===== src/rtl/core/lcr_pkg.sv =====
// shared types and constants for the largest cool rectangle core
`timescale 1ns / 1ps

package lcr_pkg;

    localparam int unsigned VAL_W     = 16;
    localparam int unsigned CFG_W     = 11;
    localparam int unsigned CFG_IDX_W = 8;
    localparam int unsigned AREA_W    = 21;

    localparam logic [AREA_W-1:0] AREA_MAX = '1;

    // configuration register indexes
    localparam logic [CFG_IDX_W-1:0] CFG_NUM_ROWS = 8'd0;
    localparam logic [CFG_IDX_W-1:0] CFG_NUM_COLS = 8'd1;

    typedef enum logic [5:0] {
        S_IDLE = 6'b000001,
        S_READ = 6'b000010,
        S_EVAL = 6'b000100,
        S_POP  = 6'b001000,
        S_MUL  = 6'b010000,
        S_FIN  = 6'b100000
    } t_state;

    // control from the sequencer to the area unit
    typedef struct packed {
        logic start;
        logic clear;
    } t_area_ctl;

endpackage


===== src/rtl/core/lcr_area.sv =====
// shared area unit: width times height plus one, saturate, keep the maximum
`timescale 1ns / 1ps

module lcr_area
    import lcr_pkg::*;
#(
    parameter int CW1 = 11,
    parameter int HW  = 10
) (
    input  logic              i_clk,
    input  logic              i_rst_n,
    input  t_area_ctl         i_ctl,
    input  logic [CW1-1:0]    i_width,
    input  logic [HW-1:0]     i_height,
    output logic [AREA_W-1:0] o_best
);

    localparam int PW  = CW1 + HW + 1;
    localparam int PW2 = (PW > AREA_W) ? PW : AREA_W;

    logic [PW-1:0]     r_prod;
    logic              r_pend;
    logic [AREA_W-1:0] r_best;
    logic [PW2-1:0]    prod_ext;
    logic [AREA_W-1:0] area_sat;

    always_comb begin
        prod_ext = PW2'(r_prod);
        if (prod_ext > PW2'(AREA_MAX)) begin
            area_sat = AREA_MAX;
        end else begin
            area_sat = prod_ext[AREA_W-1:0];
        end
    end

    always_ff @(posedge i_clk) begin
        if (i_ctl.start) begin
            r_prod <= PW'(i_width) * PW'({1'b0, i_height} + 1'b1);
        end
        if (!i_rst_n) begin
            r_pend <= 1'b0;
            r_best <= '0;
        end else begin
            // a zero height offers nothing
            r_pend <= i_ctl.start && (i_height != '0);
            if (i_ctl.clear) begin
                r_best <= '0;
            end else if (r_pend && (area_sat > r_best)) begin
                r_best <= area_sat;
            end
        end
    end

    assign o_best = r_best;

endmodule


===== config.mk =====
export PLATFORM = sky130hd
export DESIGN_NAME = lcr_area
export DESIGN_NICKNAME = d
export VERILOG_FILES = /design/src/rtl/core/lcr_pkg.sv /design/src/rtl/core/lcr_area.sv
export SDC_FILE = /design/constraint.sdc
export NUM_CORES = 1
export LEC_CHECK = 0
export CAP_MARGIN = 20
export CORE_MARGIN = 2
export CORE_UTILIZATION = 60
export DETAILED_ROUTE_END_ITERATION = 7
export DONT_BUFFER_PORTS = 1
export PLACE_DENSITY = 0.87
export SKIP_CTS_REPAIR_TIMING = 1
export SYNTH_ARGS = -nofsm -noshare
export SYNTH_HDL_FRONTEND = slang
export SYNTH_SLANG_ARGS = --single-unit

===== constraint.sdc =====
create_clock -name i_clk -period 15.6 [get_ports i_clk]
set_clock_uncertainty 0.2 [all_clocks]
set_input_delay 2.34 -clock i_clk [delete_from_list [all_inputs] [get_ports i_clk]]
set_output_delay 2.34 -clock i_clk [all_outputs]
set_load 0.05 [all_outputs]

==> results <==
- The worst slew margin relative to its limit is 32.59%.
- The storage element area is approximately 0.0011 mm2.
- The clock reaches the later pin of the worst-skew pair after 0.30 ns.
- Once layout is complete, the utilization of the core stands at 62.58%.
- The number of nets in the final layout is 881.
- The HPWL after detailed placement is 11.06 mm.
- The startpoint of the worst-slack reg-to-reg timing path is prod_ext[21].
- The number of instances on the worst hold path is 2.
- The initial antenna violation count is 0.
- Yosys mapped the design onto 52 distinct sky130hd cell types.
- The CTS tree is built.
- The total setup violations reported at the end of the flow is 0.
- The critical path goes through ha_1, nand2_1, nor2_1, nand3_1, xor2_1, nor2b_1, fa_1, fa_1, fa_1, fa_1, inv_1, fa_1, inv_1, ha_1, and3_1, nand2_1, a211o_1, a21oi_1, nor3_1, a211o_1.
- The number of enable-type register cells in the synthesized netlist is 22.
- In the post-route analysis, the smallest setup slack over all paths is 7.278 ns.
- The async set-or-reset flop fraction in the synthesized netlist is 0%.
- The worst min-delay path startpoint is prod_ext[17].
- Of the synthesized area, sequential elements account for 16.83%.
- In this run the number of H-tree levels came out at 2.
- Max-cap violations in this run came to 0.
- The cell with the most instances after synthesis is sky130_fd_sc_hd__inv_1.
- The clock passes through at most 2 buffers.
- The critical path is of the input pin to flop type.
- The internal portion of total power is about 0.54 mW.
- The destination of the worst hold path is o_best[17].
- The worst hold path belongs to the class flop to flop.
- The dominant cell type by area after synthesis is sky130_fd_sc_hd__fa_1.
- Clock-pin slew was measured on the worst setup and hold paths at 0.08 ns.
- The synthesized netlist occupies a cell area of 0.006543 mm2.
- Sequential cells account for between 10% and 20% of the total power.
- By count the netlist is led by sky130_fd_sc_hd__inv_1, sky130_fd_sc_hd__ha_1, sky130_fd_sc_hd__fa_1.
- The floorplan step defined a die boundary enclosing 0.01176 mm2.
- The post-route netlist has 6.628% of its cells at a drive strength greater than 1.
- Setup repair after global routing left no endpoint under its margin.
- The final worst-path cycle share is a little over half.
- The setup slack of the worst register-to-register path is 12.39 ns.
- The data required time at the worst endpoint is roughly 15 ns.
- The highest ir drop seen on vdd is 0.1011 mV.
- Across all layers, the routed design uses 4,704 vias.
- The endpoint kind of the worst setup timing path is a flop.
- The number of pins with negative max-slew slack in the final report came to 0.
- The overall routed net length is 13.30 mm.
- The layout has ~850 filler cells.
- The number of nets produced by synthesis is 898.
- The sink count of the clock tree is 44.
- The gate count after technology mapping is 710.
- The most used flip-flop cell after synthesis is sky130_fd_sc_hd__edfxtp_1.
- The switching share of power is 47.77%.
- STA classifies the critical path startpoint as an input pin.
- For the final routed database, the setup TNS stands at 0 ns.
- For this run, design rule violations remaining after detail routing come to 0.
- The tree is rooted in a sky130_fd_sc_hd__clkbuf_8.
- The switching power summed over all nets is 0.4962 mW.
- The pin count of the biggest net entering global routing is 24.
- The wire length of the first global-routing pass is 22.79 mm.
- The number of iterations in the first detailed-routing pass is 6.
- Timing analysis after detailed placement gives a worst setup slack of 7.019 ns.
- The number of register bits inferred by synthesis is between 40 and 50.
- From synthesis to final layout, the design area changed by 2.773%.
- After the flow finishes, the layout carries non-filler instances totaling 834.
- The number of I/O port buffers is 0.
- For this design the static power due to leakage is about 3.2 nW.
- The clock network is responsible for 8.2% of the overall power.
- For the pin with the worst max-slew slack, the measured transition is 1.004 ns.
- The number of endpoints with negative hold slack in the final report is 0.
- In this run the worst path has a maximum fanout of 11.
- Once detail routing completed, the nets flagged for antenna violations numbered 0.
- The final instance area is 0.006724 mm2.
- The initial core utilization is 60.89%.
- The final RePlAce weighted congestion is 0.9378.
- Summing all multi-input logic gate instances after layout gives 0.004728 mm2.
- The most common cell type on the critical path is sky130_fd_sc_hd__fa_1.
- The Yosys step of the flow raised 0 warnings.
- The average wire per standard cell is 15.95 um.
- Timing would allow up to 120.2 MHz.
- For the worst flop-to-flop path, the logic depth is 10.
- The sum of overflow across all layers after global routing is 0.
- The top-level port count is 46.
- The via count of the first global-routing pass came to between 5,000 and 6,000.
- The floorplan has 38 rows.
- The fraction of post-synthesis cell area in the top cell type by area is between 20% and 30%.
- The number of placed instances with taps included is 826.
- The mean instance size in the synthesized netlist is 9.215 um2.
- The shortest period the worst path allows is roughly 8.3 ns.
- The global routing usage summed across all routing layers is about a quarter.
- The number of antenna diodes in the final layout is 0.
- In the routed layout, each cell is associated on average with a via count of 5.640.
- Summing all placed instances gives a cell area of 0.006616 mm2.
- The flow ran to the end, and the final reports show no timing, DRC or antenna violations.
- The arrival time at the worst endpoint is 8.17 ns.
- Counting the buffers created by CTS gives 5.
- After floorplanning, the core was sized to cover around 0.011 mm2.
- The slowest stage of the critical path belongs to the cell sky130_fd_sc_hd__xor2_1.
- In this run, the combinational gates consume between 70% and 80% of the power.
- The endpoint identified for the worst register-to-register timing path is o_best[2].
- The die boundary width is between 100 and 150 um.
- After the first detailed-routing iteration, the DRC count stood at about 230.
- The power per cell area is 154.5 mW/mm2.
- On the worst path, the slowest cell contributes a delay of between 0.7 and 0.8 ns.
- The die height is 108.4 um.
- Sorting the synthesized cells by area gives the leading types as sky130_fd_sc_hd__fa_1, sky130_fd_sc_hd__ha_1, sky130_fd_sc_hd__edfxtp_1.
## how the worst max path moves through the flow
stage                      startpoint      endpoint  slack, ns  cells past startpoint
after CTS                 i_height[0]  prod_ext[21]       7.32                     20
final                     i_height[0]  prod_ext[21]       7.28                     20
after global placement    i_height[0]  prod_ext[21]       7.37                     20
after floorplan           i_height[0]  prod_ext[21]       7.80                     21
after global routing      i_height[0]  prod_ext[21]       7.02                     20
after detailed placement  i_height[0]  prod_ext[21]       7.02                     20
## placed cells by master, fill, tap and decap left out, types with 2 or more instances in the layout
| cell type | instances |
|---|---|
| sky130_fd_sc_hd__buf_4 | 3 |
| sky130_fd_sc_hd__o21a_1 | 4 |
| sky130_fd_sc_hd__nor4_1 | 2 |
| sky130_fd_sc_hd__nand3_1 | 8 |
| sky130_fd_sc_hd__a21oi_2 | 3 |
| sky130_fd_sc_hd__and3_1 | 3 |
| sky130_fd_sc_hd__nand2_1 | 68 |
| sky130_fd_sc_hd__a21o_1 | 10 |
| sky130_fd_sc_hd__a31oi_1 | 6 |
| sky130_fd_sc_hd__clkbuf_8 | 5 |
| sky130_fd_sc_hd__or2_2 | 2 |
| sky130_fd_sc_hd__a211oi_1 | 5 |
| sky130_fd_sc_hd__fa_1 | 80 |
| sky130_fd_sc_hd__inv_1 | 157 |
| sky130_fd_sc_hd__a211o_1 | 3 |
| sky130_fd_sc_hd__xnor2_1 | 16 |
| sky130_fd_sc_hd__a21oi_1 | 18 |
| sky130_fd_sc_hd__ha_1 | 83 |
| sky130_fd_sc_hd__nor3_1 | 4 |
| sky130_fd_sc_hd__nand4_1 | 3 |
| sky130_fd_sc_hd__a2111oi_0 | 2 |
| sky130_fd_sc_hd__edfxtp_1 | 22 |
| sky130_fd_sc_hd__nand2b_1 | 9 |
| sky130_fd_sc_hd__o21ai_0 | 5 |
| sky130_fd_sc_hd__nor2_1 | 35 |
| sky130_fd_sc_hd__and2_1 | 38 |
| sky130_fd_sc_hd__o41ai_2 | 2 |
| sky130_fd_sc_hd__o2bb2ai_2 | 20 |
| sky130_fd_sc_hd__nor2b_1 | 25 |
| sky130_fd_sc_hd__dfxtp_1 | 22 |
| sky130_fd_sc_hd__xor2_1 | 9 |
## stage by stage
| step | total power [mW] | hold WS [ns] |
|---|---|---|
| 2_1_floorplan | 0.7941 | 0.2677 |
| 4_1_cts | 1.033 | 0.3012 |
| 5_1_grt | 1.135 | 0.3166 |
| 3_5_place_dp | 0.9437 | 0.2868 |
| 6_report | 1.039 | 0.2927 |
| 3_3_place_gp | 0.8944 | 0.2849 |
## power groups by stage
stage          Clock [mW]  Combinational, mW  Sequential, mW
2_1_floorplan           0              0.591           0.203
3_3_place_gp            0              0.689           0.206
3_5_place_dp            0              0.738           0.206
4_1_cts            0.0857              0.744           0.204
5_1_grt            0.0893              0.839           0.207
6_report           0.0851              0.750           0.203
## layout make-up
cell class              instances  area share, %
well taps                     140          2.605
clock buffers                   6          1.079
flip-flops and latches         44          16.38
repair buffers                  3         0.3349
inverters                     157          8.764
clock inverters                 2         0.5210
multi-input cells             482          70.32
## critical path: cells and delay by family
| kind | cells | cell delay [ns] |
|---|---|---|
| fa+ha+maj | 7 | 3.19 |
| compound gates | 3 | 0.80 |
| buf+inv | 2 | 0.09 |
| simple gates | 7 | 0.99 |
| xor+xnor | 1 | 0.73 |
## flip-flops by register name, summed over array words and instances, names as in the netlist
register	cells
r_pend	1
prod_ext	22
o_best	21
## cell families (layout without fill, tap and decap cells)
kind of cell	count (synthesis)	in the layout	share of synthesized area (%)
compound gates	90	90	12.85
simple gates	203	203	15.57
mux	1	1	0.1530
fa+ha+maj	163	163	40.35
flops	44	44	16.83
xor+xnor	25	25	3.347
buf+inv	184	168	10.90
## metal layers
layer,part of all wire [%],GRT usage (%),wire (um)
met1,40,28.34,5269
met2,49,42.81,6521
met3,8.7,6.811,1152
met4,2.7,8.059,356
met5,0,0,0
(Power assumes the default switching activity.)
